`config.mk`:
```
export PLATFORM = sky130hd
export DESIGN_NAME = interleave_table_generator
export DESIGN_NICKNAME = d
export VERILOG_FILES = /design/src/hw/rtl/itg_pkg.sv /design/src/hw/rtl/itg_sequencer.sv /design/src/hw/rtl/itg_datapath.sv /design/src/hw/rtl/interleave_table_generator.sv
export SDC_FILE = /design/constraint.sdc
export NUM_CORES = 1
export LEC_CHECK = 0
export BUFFER_PORTS_ARGS = -buffer_cell sky130_fd_sc_hd__buf_2
export CORE_MARGIN = 5
export CORE_UTILIZATION = 47
export CTS_CLUSTER_SIZE = 14
export DETAILED_ROUTE_END_ITERATION = 10
export MAX_ROUTING_LAYER = met4
export PLACE_DENSITY_LB_ADDON = 0.1
export SKIP_LAST_GASP = 1
export SLEW_MARGIN = 20
export SYNTH_ARGS = -nofsm -noshare
export SYNTH_HDL_FRONTEND = slang
export SYNTH_SLANG_ARGS = --single-unit
```
`constraint.sdc`:
```
create_clock -name clk -period 4.2 [get_ports clk]
set_input_delay 0.42 -clock clk [delete_from_list [all_inputs] [get_ports clk]]
set_output_delay 0.42 -clock clk [all_outputs]
set_load 0.01 [all_outputs]
```
`src/hw/rtl/itg_pkg.sv`:
```
// Package for the interleave table generator: request and result types,
// sequencer control word and status types, and the microcode program.
// Depends on nothing; every module of the block imports it.
`default_nettype none

package itg_pkg;

    localparam int MAX_SECTORS = 64;
    localparam int SLOT_W      = $clog2(MAX_SECTORS);
    localparam int COUNT_W     = SLOT_W + 1;
    localparam int UPC_W       = 4;

    typedef logic [UPC_W-1:0] upc_t;

    typedef struct packed {
        logic [6:0] sectors_per_track;
        logic [7:0] start_sector;
        logic [7:0] interleave;
    } itg_req_t;

    typedef struct packed {
        logic [5:0] slot_index;
        logic [7:0] sector_number;
        logic       last;
    } itg_res_t;

    // Datapath operations selected by one microcode step.
    typedef enum logic [2:0] {
        OP_NOP,
        OP_LOAD,
        OP_CLEAR,
        OP_PLACE,
        OP_PROBE,
        OP_EMIT_INIT,
        OP_EMIT
    } itg_op_t;

    // Jump conditions; the jump is taken when the condition holds.
    typedef enum logic [3:0] {
        C_NEVER,
        C_ALWAYS,
        C_NO_REQ,
        C_N_ZERO,
        C_CLR_MORE,
        C_PLACE_DONE,
        C_NO_WRAP,
        C_PROBE_DONE,
        C_OUT_BUSY,
        C_EMIT_MORE
    } itg_cond_t;

    typedef struct packed {
        itg_op_t   op;
        itg_cond_t cond;
        upc_t      target;
    } itg_ctl_t;

    typedef struct packed {
        logic n_zero;
        logic clr_more;
        logic place_done;
        logic no_wrap;
        logic probe_done;
        logic out_busy;
        logic emit_more;
    } itg_status_t;

    // Program addresses.
    localparam upc_t UPC_IDLE       = upc_t'(0);
    localparam upc_t UPC_CHECK_N    = upc_t'(1);
    localparam upc_t UPC_CLEAR      = upc_t'(2);
    localparam upc_t UPC_PLACE      = upc_t'(3);
    localparam upc_t UPC_WRAP_TEST  = upc_t'(4);
    localparam upc_t UPC_PROBE      = upc_t'(5);
    localparam upc_t UPC_PROBE_READ = upc_t'(6);
    localparam upc_t UPC_EMIT_INIT  = upc_t'(7);
    localparam upc_t UPC_EMIT_READ  = upc_t'(8);
    localparam upc_t UPC_EMIT       = upc_t'(9);
    localparam upc_t UPC_EMIT_NEXT  = upc_t'(10);
    localparam upc_t UPC_DONE       = upc_t'(11);

    function automatic itg_ctl_t ucode_rom(input upc_t addr);
        itg_ctl_t w;
        w = '{op: OP_NOP, cond: C_ALWAYS, target: UPC_IDLE};
        case (addr)
            UPC_IDLE:       w = '{op: OP_LOAD,      cond: C_NO_REQ,     target: UPC_IDLE};
            UPC_CHECK_N:    w = '{op: OP_NOP,       cond: C_N_ZERO,     target: UPC_IDLE};
            UPC_CLEAR:      w = '{op: OP_CLEAR,     cond: C_CLR_MORE,   target: UPC_CLEAR};
            UPC_PLACE:      w = '{op: OP_PLACE,     cond: C_PLACE_DONE, target: UPC_EMIT_INIT};
            UPC_WRAP_TEST:  w = '{op: OP_NOP,       cond: C_NO_WRAP,    target: UPC_PLACE};
            UPC_PROBE:      w = '{op: OP_PROBE,     cond: C_PROBE_DONE, target: UPC_PLACE};
            UPC_PROBE_READ: w = '{op: OP_NOP,       cond: C_ALWAYS,     target: UPC_PROBE};
            UPC_EMIT_INIT:  w = '{op: OP_EMIT_INIT, cond: C_NEVER,      target: UPC_IDLE};
            UPC_EMIT_READ:  w = '{op: OP_NOP,       cond: C_NEVER,      target: UPC_IDLE};
            UPC_EMIT:       w = '{op: OP_EMIT,      cond: C_OUT_BUSY,   target: UPC_EMIT};
            UPC_EMIT_NEXT:  w = '{op: OP_NOP,       cond: C_EMIT_MORE,  target: UPC_EMIT};
            UPC_DONE:       w = '{op: OP_NOP,       cond: C_ALWAYS,     target: UPC_IDLE};
            default:        w = '{op: OP_NOP,       cond: C_ALWAYS,     target: UPC_IDLE};
        endcase
        return w;
    endfunction

endpackage

`default_nettype wire

```
`src/hw/rtl/itg_sequencer.sv`:
```
// Microcode sequencer: step counter, program table lookup and jump logic.
// Depends on itg_pkg for the control word, status and program.
`default_nettype none

module itg_sequencer (
    input  wire                  clk,
    input  wire                  rst_n,
    input  wire                  in_valid,
    input  itg_pkg::itg_status_t status,
    output itg_pkg::itg_ctl_t    ctl,
    output logic                 idle
);
    import itg_pkg::*;

    upc_t upc_reg;
    upc_t upc_next;
    logic take;

    assign ctl  = ucode_rom(upc_reg);
    assign idle = (upc_reg == UPC_IDLE);

    always_comb
    begin
        case (ctl.cond)
            C_NEVER:      take = 1'b0;
            C_ALWAYS:     take = 1'b1;
            C_NO_REQ:     take = !in_valid;
            C_N_ZERO:     take = status.n_zero;
            C_CLR_MORE:   take = status.clr_more;
            C_PLACE_DONE: take = status.place_done;
            C_NO_WRAP:    take = status.no_wrap;
            C_PROBE_DONE: take = status.probe_done;
            C_OUT_BUSY:   take = status.out_busy;
            C_EMIT_MORE:  take = status.emit_more;
            default:      take = 1'b1;
        endcase
        upc_next = take ? ctl.target : upc_reg + upc_t'(1);
    end

    always_ff @(posedge clk or negedge rst_n)
    begin
        if (!rst_n)
        begin
            upc_reg <= UPC_IDLE;
        end
        else
        begin
            upc_reg <= upc_next;
        end
    end

    // The program counter never leaves the written part of the table.
    a_upc_range: assert property (@(posedge clk) disable iff (!rst_n)
        upc_reg <= UPC_DONE)
        else $error("sequencer left the program");

    // A taken request always moves on to the count check.
    a_accept_step: assert property (@(posedge clk) disable iff (!rst_n)
        (idle && in_valid) |=> (upc_reg == UPC_CHECK_N))
        else $error("request not followed by count check");

    // Emission waits in place while the output register is full and stalled.
    a_emit_hold: assert property (@(posedge clk) disable iff (!rst_n)
        (upc_reg == UPC_EMIT && status.out_busy) |=> (upc_reg == UPC_EMIT))
        else $error("emit step left while output busy");

endmodule

`default_nettype wire

```
`src/hw/rtl/itg_datapath.sv`:
```
// Datapath: request registers, placement position and counters, the slot
// table memory and the output register. Driven by the sequencer control
// word; depends on itg_pkg.
`default_nettype none

module itg_datapath (
    input  wire                  clk,
    input  wire                  rst_n,
    input  itg_pkg::itg_ctl_t    ctl,
    input  wire                  in_valid,
    input  itg_pkg::itg_req_t    in_data,
    input  wire                  out_stall,
    output itg_pkg::itg_status_t status,
    output logic                 out_valid,
    output itg_pkg::itg_res_t    out_data
);
    import itg_pkg::*;

    logic [COUNT_W-1:0] n_reg,     n_next;
    logic [7:0]         start_reg, start_next;
    logic [SLOT_W-1:0]  step_reg,  step_next;
    logic [SLOT_W-1:0]  pos_reg,   pos_next;
    logic [COUNT_W-1:0] k_reg,     k_next;
    logic [COUNT_W-1:0] cnt_reg,   cnt_next;
    logic [COUNT_W-1:0] tries_reg, tries_next;
    logic               wrap_reg,  wrap_next;
    logic               out_valid_reg, out_valid_next;
    itg_res_t           out_reg,   out_next;

    logic [6:0]         mem [MAX_SECTORS];
    logic [6:0]         rdata_reg;
    logic [SLOT_W-1:0]  rd_addr;
    logic               wr_en;
    logic [SLOT_W-1:0]  wr_addr;
    logic [6:0]         wr_data;

    logic [COUNT_W-1:0] n_sat;
    logic [COUNT_W-1:0] pos_sum;
    logic [COUNT_W-1:0] pos_inc;
    logic               out_free;
    logic               probe_stop;
    logic [7:0]         entry_ext;

    assign out_free   = !out_valid_reg || !out_stall;
    assign probe_stop = (rdata_reg == 7'd0) || (tries_reg == n_reg);
    assign pos_sum    = {1'b0, pos_reg} + {1'b0, step_reg};
    assign pos_inc    = {1'b0, pos_reg} + COUNT_W'(1);
    assign entry_ext  = {1'b0, rdata_reg};

    always_comb
    begin
        if (in_data.sectors_per_track > 7'(MAX_SECTORS))
        begin
            n_sat = COUNT_W'(MAX_SECTORS);
        end
        else
        begin
            n_sat = COUNT_W'(in_data.sectors_per_track);
        end
    end

    always_comb
    begin
        n_next         = n_reg;
        start_next     = start_reg;
        step_next      = step_reg;
        pos_next       = pos_reg;
        k_next         = k_reg;
        cnt_next       = cnt_reg;
        tries_next     = tries_reg;
        wrap_next      = wrap_reg;
        out_next       = out_reg;
        out_valid_next = out_valid_reg && out_stall;
        wr_en          = 1'b0;
        wr_addr        = pos_reg;
        wr_data        = k_reg;
        rd_addr        = pos_reg;

        case (ctl.op)
            OP_LOAD:
            begin
                if (in_valid)
                begin
                    n_next     = n_sat;
                    start_next = in_data.start_sector;
                    // A zero interleave, or one at or beyond the count, means 1.
                    if (in_data.interleave == 8'd0 || in_data.interleave >= 8'(n_sat))
                    begin
                        step_next = SLOT_W'(1);
                    end
                    else
                    begin
                        step_next = in_data.interleave[SLOT_W-1:0];
                    end
                    pos_next   = '0;
                    k_next     = COUNT_W'(1);
                    cnt_next   = '0;
                    tries_next = '0;
                    wrap_next  = 1'b0;
                end
            end
            OP_CLEAR:
            begin
                wr_en    = 1'b1;
                wr_addr  = cnt_reg[SLOT_W-1:0];
                wr_data  = 7'd0;
                cnt_next = cnt_reg + COUNT_W'(1);
            end
            OP_PLACE:
            begin
                wr_en      = 1'b1;
                wr_addr    = pos_reg;
                wr_data    = k_reg;
                k_next     = k_reg + COUNT_W'(1);
                tries_next = '0;
                // Sum stays below twice the count, so one subtract wraps it.
                if (pos_sum >= n_reg)
                begin
                    pos_next  = SLOT_W'(pos_sum - n_reg);
                    wrap_next = 1'b1;
                end
                else
                begin
                    pos_next  = pos_sum[SLOT_W-1:0];
                    wrap_next = 1'b0;
                end
            end
            OP_PROBE:
            begin
                if (!probe_stop)
                begin
                    pos_next   = (pos_inc == n_reg) ? '0 : pos_inc[SLOT_W-1:0];
                    tries_next = tries_reg + COUNT_W'(1);
                end
            end
            OP_EMIT_INIT:
            begin
                cnt_next = '0;
                rd_addr  = '0;
            end
            OP_EMIT:
            begin
                rd_addr = cnt_reg[SLOT_W-1:0];
                if (out_free)
                begin
                    out_valid_next       = 1'b1;
                    out_next.slot_index  = cnt_reg[SLOT_W-1:0];
                    if (start_reg == 8'd0)
                    begin
                        out_next.sector_number = entry_ext - 8'd1;
                    end
                    else
                    begin
                        out_next.sector_number = entry_ext + start_reg - 8'd1;
                    end
                    out_next.last = ((cnt_reg + COUNT_W'(1)) == n_reg);
                    cnt_next      = cnt_reg + COUNT_W'(1);
                end
            end
            OP_NOP:
            begin
                rd_addr = (ctl.cond == C_PROBE_DONE || ctl.cond == C_NO_WRAP
                           || ctl.cond == C_ALWAYS) ? pos_reg : cnt_reg[SLOT_W-1:0];
            end
            default:
            begin
                rd_addr = pos_reg;
            end
        endcase
    end

    always_comb
    begin
        status.n_zero     = (n_reg == '0);
        status.clr_more   = ((cnt_reg + COUNT_W'(1)) != n_reg);
        status.place_done = (k_reg == n_reg);
        status.no_wrap    = !wrap_reg;
        status.probe_done = probe_stop;
        status.out_busy   = !out_free;
        status.emit_more  = (cnt_reg != n_reg);
    end

    always_ff @(posedge clk)
    begin
        if (wr_en)
        begin
            mem[wr_addr] <= wr_data;
        end
        rdata_reg <= mem[rd_addr];
    end

    always_ff @(posedge clk or negedge rst_n)
    begin
        if (!rst_n)
        begin
            n_reg         <= '0;
            start_reg     <= '0;
            step_reg      <= SLOT_W'(1);
            pos_reg       <= '0;
            k_reg         <= COUNT_W'(1);
            cnt_reg       <= '0;
            tries_reg     <= '0;
            wrap_reg      <= 1'b0;
            out_valid_reg <= 1'b0;
        end
        else
        begin
            n_reg         <= n_next;
            start_reg     <= start_next;
            step_reg      <= step_next;
            pos_reg       <= pos_next;
            k_reg         <= k_next;
            cnt_reg       <= cnt_next;
            tries_reg     <= tries_next;
            wrap_reg      <= wrap_next;
            out_valid_reg <= out_valid_next;
        end
    end

    always_ff @(posedge clk)
    begin
        out_reg <= out_next;
    end

    assign out_valid = out_valid_reg;
    assign out_data  = out_reg;

    // Placement and probing stay inside the track.
    a_pos_in_track: assert property (@(posedge clk) disable iff (!rst_n)
        (ctl.op == OP_PLACE || ctl.op == OP_PROBE) |-> (pos_reg < n_reg))
        else $error("position beyond track end");

    // The probe never takes more steps than there are slots.
    a_tries_bound: assert property (@(posedge clk) disable iff (!rst_n)
        tries_reg <= n_reg)
        else $error("probe ran past the slot count");

    // Slots are emitted only while the index is within the track.
    a_emit_index: assert property (@(posedge clk) disable iff (!rst_n)
        (ctl.op == OP_EMIT) |-> (cnt_reg < n_reg))
        else $error("emit index beyond track");

endmodule

`default_nettype wire

```
`src/hw/rtl/interleave_table_generator.sv`:
```
// Top level of the interleave table generator: microcode sequencer plus
// datapath with the slot table memory. Depends on itg_pkg, itg_sequencer
// and itg_datapath.
//
//   channel  dir  handshake            payload
//   in       in   in_valid / in_stall    itg_req_t (count, start, interleave)
//   out      out  out_valid / out_stall  itg_res_t (slot, sector, last)
//
// One request is worked on at a time: the block takes it and checks the count,
// clears the slot table, places each sector, and after each wrap probes for a
// free slot. Emission then reads the table and gives one result per slot.
// Reset clears the sequencer, counters and output valid; the table is cleared
// per request. The input stalls until the sequencer is back in idle, and a
// stalled output holds the emit step in place.
`default_nettype none

module interleave_table_generator (
    input  wire                clk,
    input  wire                rst_n,
    input  wire                in_valid,
    output logic               in_stall,
    input  itg_pkg::itg_req_t  in_data,
    output logic               out_valid,
    input  wire                out_stall,
    output itg_pkg::itg_res_t  out_data
);
    import itg_pkg::*;

    itg_ctl_t    ctl;
    itg_status_t status;
    logic        idle;

    assign in_stall = !idle;

    itg_sequencer u_seq (
        .clk      (clk),
        .rst_n    (rst_n),
        .in_valid (in_valid),
        .status   (status),
        .ctl      (ctl),
        .idle     (idle)
    );

    itg_datapath u_dp (
        .clk       (clk),
        .rst_n     (rst_n),
        .ctl       (ctl),
        .in_valid  (in_valid),
        .in_data   (in_data),
        .out_stall (out_stall),
        .status    (status),
        .out_valid (out_valid),
        .out_data  (out_data)
    );

endmodule

`default_nettype wire

```
After elaboration in Yosys (flattened, before gate mapping)
Memory sizes are Yosys's and may differ from the RTL's. A register that Yosys moved wholly into a read port is not among the register bits.
Index checks and enable logic that the tools add are counted.
{"block": "totals", "reg_bits": 69, "latchBits": 0, "mem_bits_rw": 448, "rom_bits": 176, "output_inout_bits": 17, "mem_count": 2}
{"name": "u_dp.mem", "depth": 64, "width": 7, "rd": 1, "rd_ports_with_merged_regs": 1, "write_ports": 1, "line_no": "itg_datapath.sv:30", "text": "logic [6:0] mem [MAX_SECTORS];"}
{"name": "(no name shown)", "depth": 16, "width": 11, "rd": 1, "rd_ports_with_merged_regs": 0, "write_ports": 0, "line_no": "itg_pkg.sv:85", "text": "case (addr)"}
{"block": "classes", "addsub": 10, "multipliers": 0, "div_mod_pow": 0, "n_lt_le_gt_ge": 3, "n_eq_ne": 24, "n_shift": 0, "n_mux": 29, "bitwise": 0, "n_reduce_logical": 28}
{"operator": "6-bit two-way mux", "n": 7}
{"operator": "7-bit two-way mux", "n": 6}
{"operator": "6-bit one-hot mux with 3 select lines", "n": 2}
{"operator": "7-bit equality test", "n": 4}
{"operator": "7-bit one-hot mux with 4 select lines", "n": 1}
{"operator": "7-bit by 1-bit adder with 7-bit output (second input constant)", "n": 3}
{"operator": "7-bit one-hot mux with 3 select lines", "n": 1}
{"operator": "4-bit by 3-bit equality test with 1-bit output (second input constant)", "n": 4}
{"operator": "8-bit logical NOT", "n": 2}
{"operator": "7-bit logical NOT", "n": 2}
{"operator": "7-bit inequality test", "n": 2}
{"operator": "7-bit one-hot mux with 2 select lines", "n": 1}
{"operator": "3-bit equality test (second input constant)", "n": 3}
{"operator": "1-bit one-hot mux with 9 select lines", "n": 1}
{"operator": "7-bit by 8-bit adder with 8-bit output", "n": 1}
{"operator": "4-bit by 2-bit equality test with 1-bit output (second input constant)", "n": 2}
{"operator": "4-bit equality test (second input constant)", "n": 2}
{"operator": "8-bit by 7-bit greater-or-equal comparator with 1-bit output", "n": 1}
{"operator": "4-bit logical NOT", "n": 2}
{"operator": "8-bit two-way mux", "n": 1}
{"operator": "7-bit by 1-bit subtractor with 8-bit output (second input constant)", "n": 1}
{"operator": "8-bit by 1-bit subtractor with 8-bit output (second input constant)", "n": 1}
{"operator": "6-bit by 1-bit adder with 7-bit output (second input constant)", "n": 1}
{"operator": "6-bit by 6-bit adder with 7-bit output", "n": 1}
{"operator": "22 further kinds", "n": 42}

Depth between registers and ports, before layout
An unclocked memory read counts as a cell.
{"block": "logic_depth", "depth_word": 6, "mapped_depth": 17, "mapped_depth_nobuf": 15}

By module
From an unflattened synthesis, not the netlist that was laid out.
{"block": "hier_totals", "hier_cells": 1874, "area_unflattened_um2": 24108.1}
{"mod": "itg_datapath", "n_inst": 1, "cells_each": 1817, "area_each_um2": 23581.4, "seq_area_each_um2": 15297.2}
{"mod": "itg_sequencer", "n_inst": 1, "cells_each": 56, "area_each_um2": 523.0, "seq_area_each_um2": 100.1}
{"mod": "interleave_table_generator", "n_inst": 1, "cells_each": 1, "area_each_um2": 3.8, "seq_area_each_um2": 0.0}

Least setup slack after synthesis
No wires, ideal clock.
{"block": "synth_timing", "path_type": "reg2reg", "start": "reg u_seq.upc_reg[0]", "end": "mem u_dp.mem[0][1], data pin", "t_arrival_ps": 3387, "path_slack_ps": 265, "path_stages_with_launch": 7, "path_buffers": 0, "cell_sequence": "dfrtp_1 -> inv_1 -> ha_1 -> nor2b_1 -> or3_1 -> ha_1 -> a21oi_1"}
{"block": "synth_via", "elab_chain_cells": 3}
{"element": "start: declaration", "line_no": "itg_sequencer.sv:15", "text": "upc_t upc_reg;"}
{"element": "start signal: assignment", "line_no": "itg_sequencer.sv:48", "text": "upc_reg <= upc_next;"}
{"element": "memory 16 x 11 bit"}
{"element": "3-bit by 2-bit equality test with 1-bit output", "line_no": "itg_datapath.sv:79", "text": "case (ctl.op)"}
{"element": "7-bit two-way mux", "line_no": "itg_datapath.sv:79"}
{"element": "named net u_dp.wr_data[1]", "line_no": "itg_datapath.sv:35", "text": "logic [6:0] wr_data;"}
{"element": "end: declaration", "line_no": "itg_datapath.sv:30"}
The timed path passes the listed nets, and every way through them passes these cells.

Worst setup path after layout
{"block": "layout_timing", "start": "reg u_seq.upc_reg[1]", "end": "reg u_dp.rdata_reg[0], read port of u_dp.mem"}
{"block": "layout_via", "elab_chain_cells": 6, "word_cells_on_any_way": 11}
{"element": "memory 16 x 11 bit (*)"}
{"element": "4-bit by 3-bit equality test with 1-bit output", "line_no": "itg_datapath.sv:162", "text": "rd_addr = (ctl.cond == C_PROBE_DONE || ctl.cond == C_NO_WRAP"}
{"element": "1-bit logical OR", "line_no": "itg_datapath.sv:162"}
{"element": "1-bit logical OR", "line_no": "itg_datapath.sv:163", "text": "|| ctl.cond == C_ALWAYS) ? pos_reg : cnt_reg[SLOT_W-1:0];"}
{"element": "6-bit two-way mux", "line_no": "itg_datapath.sv:163"}
{"element": "6-bit one-hot mux with 3 select lines (*)", "line_no": "itg_datapath.sv:79"}
{"element": "end: declaration", "line_no": "itg_datapath.sv:31", "text": "logic [6:0] rdata_reg;"}
Every way passes the cells marked *; elsewhere a longest branch is shown, timed or not.
A chain may end at the register's enable or synchronous reset.

==> impl_metrics.toml <==
[cells_and_area]
fill_cells = 4190
largest_register_ffs = 448
nets = 2214
stdcell_count = 2842
final_layout_size_suffix_gt1_share_pct = 15.1
syn_to_final_growth_pct = 16.2

[place]
dp_hpwl_microns = 41900
place_inst = 2737
port_buffers = 43
gp_congestion = 0.878
dpl_worst_slack_ps = -308

[global_route]
grt_util_all_layers_pct = 24.0
gr-total-overflow = 0
busiest_layer = "met2"
first_global_vias = 15830
grt_util_met1_pct = 33.1
antenna_found_initial = 0
met3_usage_pct = 2.99
grt_start_max_net_pins = 65
grt_pass1_wl_microns = 96600
grt_use_met2_pct = 38.1

[timing]
timing.final.crit_share_pct = 97.5
max_freq_ghz = 0.244
rsz0062_at_grt = "false"
holdWs_ps = 58.9
fin_skew_ps = 14.2
tightest_slew_ps = 1050
slew_viol_final = 0
setup_slack_ps = 106
slew_headroom_pct = 30.1
finalSetupViolCount = 0
tns_ps = 0
fin_crit_ps = 4090
hold_viol = 0

[floorplan]
io_pins = 44
core_sq_um = 49200
initial_utilization_pct = 47.7
die_area_sq_um = 54500
die_y_microns = 233
dieWidth_microns = 233
rows = 81

[pwr]
power_density_nw_per_um2 = 379
p_seq_share_pct = 54.1
p_comb_share_pct = 0.4
p_clk_share_pct = 45.5
p_leak_nw = 9.56
p_int_mw = 8.32
peakVddDrop_v = 0.000336
p_sw_share_pct = 19.5
total_power_mw = 10.3
p_switching_mw = 2.01

[routing]
drt-initial-drc-count = 1284
wirelength_microns = 63800
drc_errors = 0
drt_pass1_iterations = 5
viasPerCell = 5.66
ant_nets = 0
vias = 16087
avgRoutedWirePerCell_microns = 22.4

[yosys]
synth_warnings = 0
syn_avg_cell_area_sq_um = 11.8
synth-adder-area-share_pct = 3.03
synth_top_family_by_area = "simple AND/OR/NAND/NOR gates"
syn-instance-count = 1990
synth_simple_gate_area_share_pct = 17.3
ys_async_sr_fraction_pct = 10.3
synth_ff_type = "edfxtp_1"
synth_cell_type_count = 67
synth.area.mux_share_pct = 1.91
netlist_area_sq_um = 23500
synth_xor_area_share_pct = 2.20
seq_area_frac_synth_pct = 65.6
synth-compound-area-share_pct = 6.20
synth_edf_count = 463
ys_ff_latch = 524
syn-num-nets = 2072

[setup_path]
crit_required_ps = 4730
crit_fanout = 29
crit_type = "flip-flop to flip-flop"
r2r-start = "u_seq.upc_reg[1]"
worst_setup_path_start_kind = "flip-flop"
end_kind = "flip-flop"
startpoint = "u_seq.upc_reg[1]"
worstPathArrival_ps = 4630

[clock_network]
clk_path_buf_depth = 3
cts_tree = "done"
cts_buffers = 54
htree_levels = 2
path_clk_slew_ps = 60
clock-root-buffer = "clkbuf_16"
clk_latency_ps = 600
clock-sinks = 524

[outcome]
status = "finished, final reports clean"

[min_path]
hold_path_class = "input port to flip-flop"
hp-start = "in_data[12]"

[job]
cap_viol_max_count = 0
==> per-stage QoR <==
stage / util (%) / cell area (sq um)
4_1_cts: 55.4 / 27200
5_1_grt: 55.4 / 27200
3_5_place_dp: 51.6 / 25400
6_report: 55.4 / 27200
3_3_place_gp: 51.6 / 25400
2_1_floorplan: - / 23500
==> final timing paths <==
| path | endpoint | slack (ps) | cells past startpoint |
|---|---|---|---|
| min | u_dp.start_reg[4] | 60 | 2 |
| max reg2reg | u_dp.rdata_reg[0] | 110 | 15 |
| min reg2reg | u_dp.step_reg[3] | 520 | 1 |
| max | u_dp.rdata_reg[0] | 110 | 15 |
| max in group asynchronous | u_dp.start_reg[1] | 3080 | 3 |
| min in group asynchronous | u_seq.upc_reg[0] | 250 | 2 |
==> cells in the mapped netlist (8+ instances only) <==
cell type / count / area (sq um)
clkbuf_1: 36 / 135
a31oi_1: 24 / 150
nand3_1: 208 / 1040
and4_1: 8 / 70.1
xor2_1: 28 / 245
mux2_2: 11 / 124
edfxtp_1: 463 / 13900
a21oi_1: 56 / 280
nand2_1: 480 / 1800
buf_4: 12 / 90.1
mux2i_1: 31 / 310
nand4_1: 42 / 263
nor3_1: 28 / 140
and2_1: 8 / 50.1
a22oi_1: 11 / 82.6
o22ai_1: 9 / 56.3
o21ai_0: 45 / 225
buf_2: 42 / 210
nand2b_1: 9 / 56.3
inv_1: 65 / 244
buf_6: 15 / 169
dfrtp_1: 52 / 1300
xnor2_1: 31 / 272
nor2_1: 86 / 323
ha_1: 52 / 651
a21o_1: 9 / 67.6
a32oi_1: 24 / 210
==> area by class of cell <==
class	instances	area, sq um	area share, %
repair buffers	195	1650	6.04
flip-flops and latches	524	15400	56.5
inverters	66	248	0.909
diodes	2	5.00	0.0184
clock inverters	33	282	1.03
well taps	664	831	3.05
clock buffers	67	1460	5.36
multi-input cells	1291	7370	27.1
==> cells by family (layout without fill, tap and decap cells) <==
kind of cell,count (synthesis),after routing
and+or+nand+nor,912,912
DFF,524,524
AOI/OAI and AO/OA,222,222
buffers and inverters,175,361
xor gates and xnor gates,59,59
adders and majority gates,55,55
muxes,43,43
other,0,2
==> worst max-delay path: stages (launching register included) <==
cell,delay (ps)
dfrtp_1,350
inv_1,110
ha_1,360
nor2b_1,220
or3_4,170
ha_1,170
o21ai_1,150
or4_4,600
a32oi_4,270
buf_12,210
buf_12,200
nand2_1,70
nand3_1,100
nand4_1,210
a22oi_2,540
and4_1,270
==> power groups by stage <==
stage               sequential, mW  clock [mW]  combinational [mW]
global route                  5.59        5.02              0.0499
finish                        5.59        4.70              0.0430
CTS                           5.59        4.79              0.0439
global placement              5.70           0              0.0413
detailed placement            5.70           0              0.0427
floorplan                     5.70           0              0.0117
==> placed cells by master (no fill, tap or decap), types with 9 or more instances in the layout <==
cell and n:
a21o_1 9, a21oi_1 48, a31oi_1 24, a32oi_1 21, buf_12 19, buf_2 43, buf_4 129, clkbuf_16 55
clkinv_1 10, clkinv_2 11, dfrtp_1 52, edfxtp_1 463, ha_1 52, inv_1 65, mux2_2 11, mux2i_1 31
nand2_1 478, nand2b_1 9, nand3_1 208, nand4_1 42, nor2_1 85, nor3_1 28, o21ai_0 44, o22ai_1 9
xnor2_1 31, xor2_1 28
==> what timing repair did <==
action,CTS,global route
endpoints found under the hold margin,12,0
gates resized for setup,15,5
buffers inserted,0,1
setup endpoints to repair,7,70
pin swaps,2,1
cloned,1,0
hold buffers,1,0
==> per-layer routing <==
layer | up-vias | share of wire, %
li1 | 7473 | -
met3 | 113 | 5.7
met5 | - | 0
met2 | 518 | 47
met4 | 0 | 2.8
met1 | 7983 | 44
No activity file was read; power rests on OpenSTA's default activity.
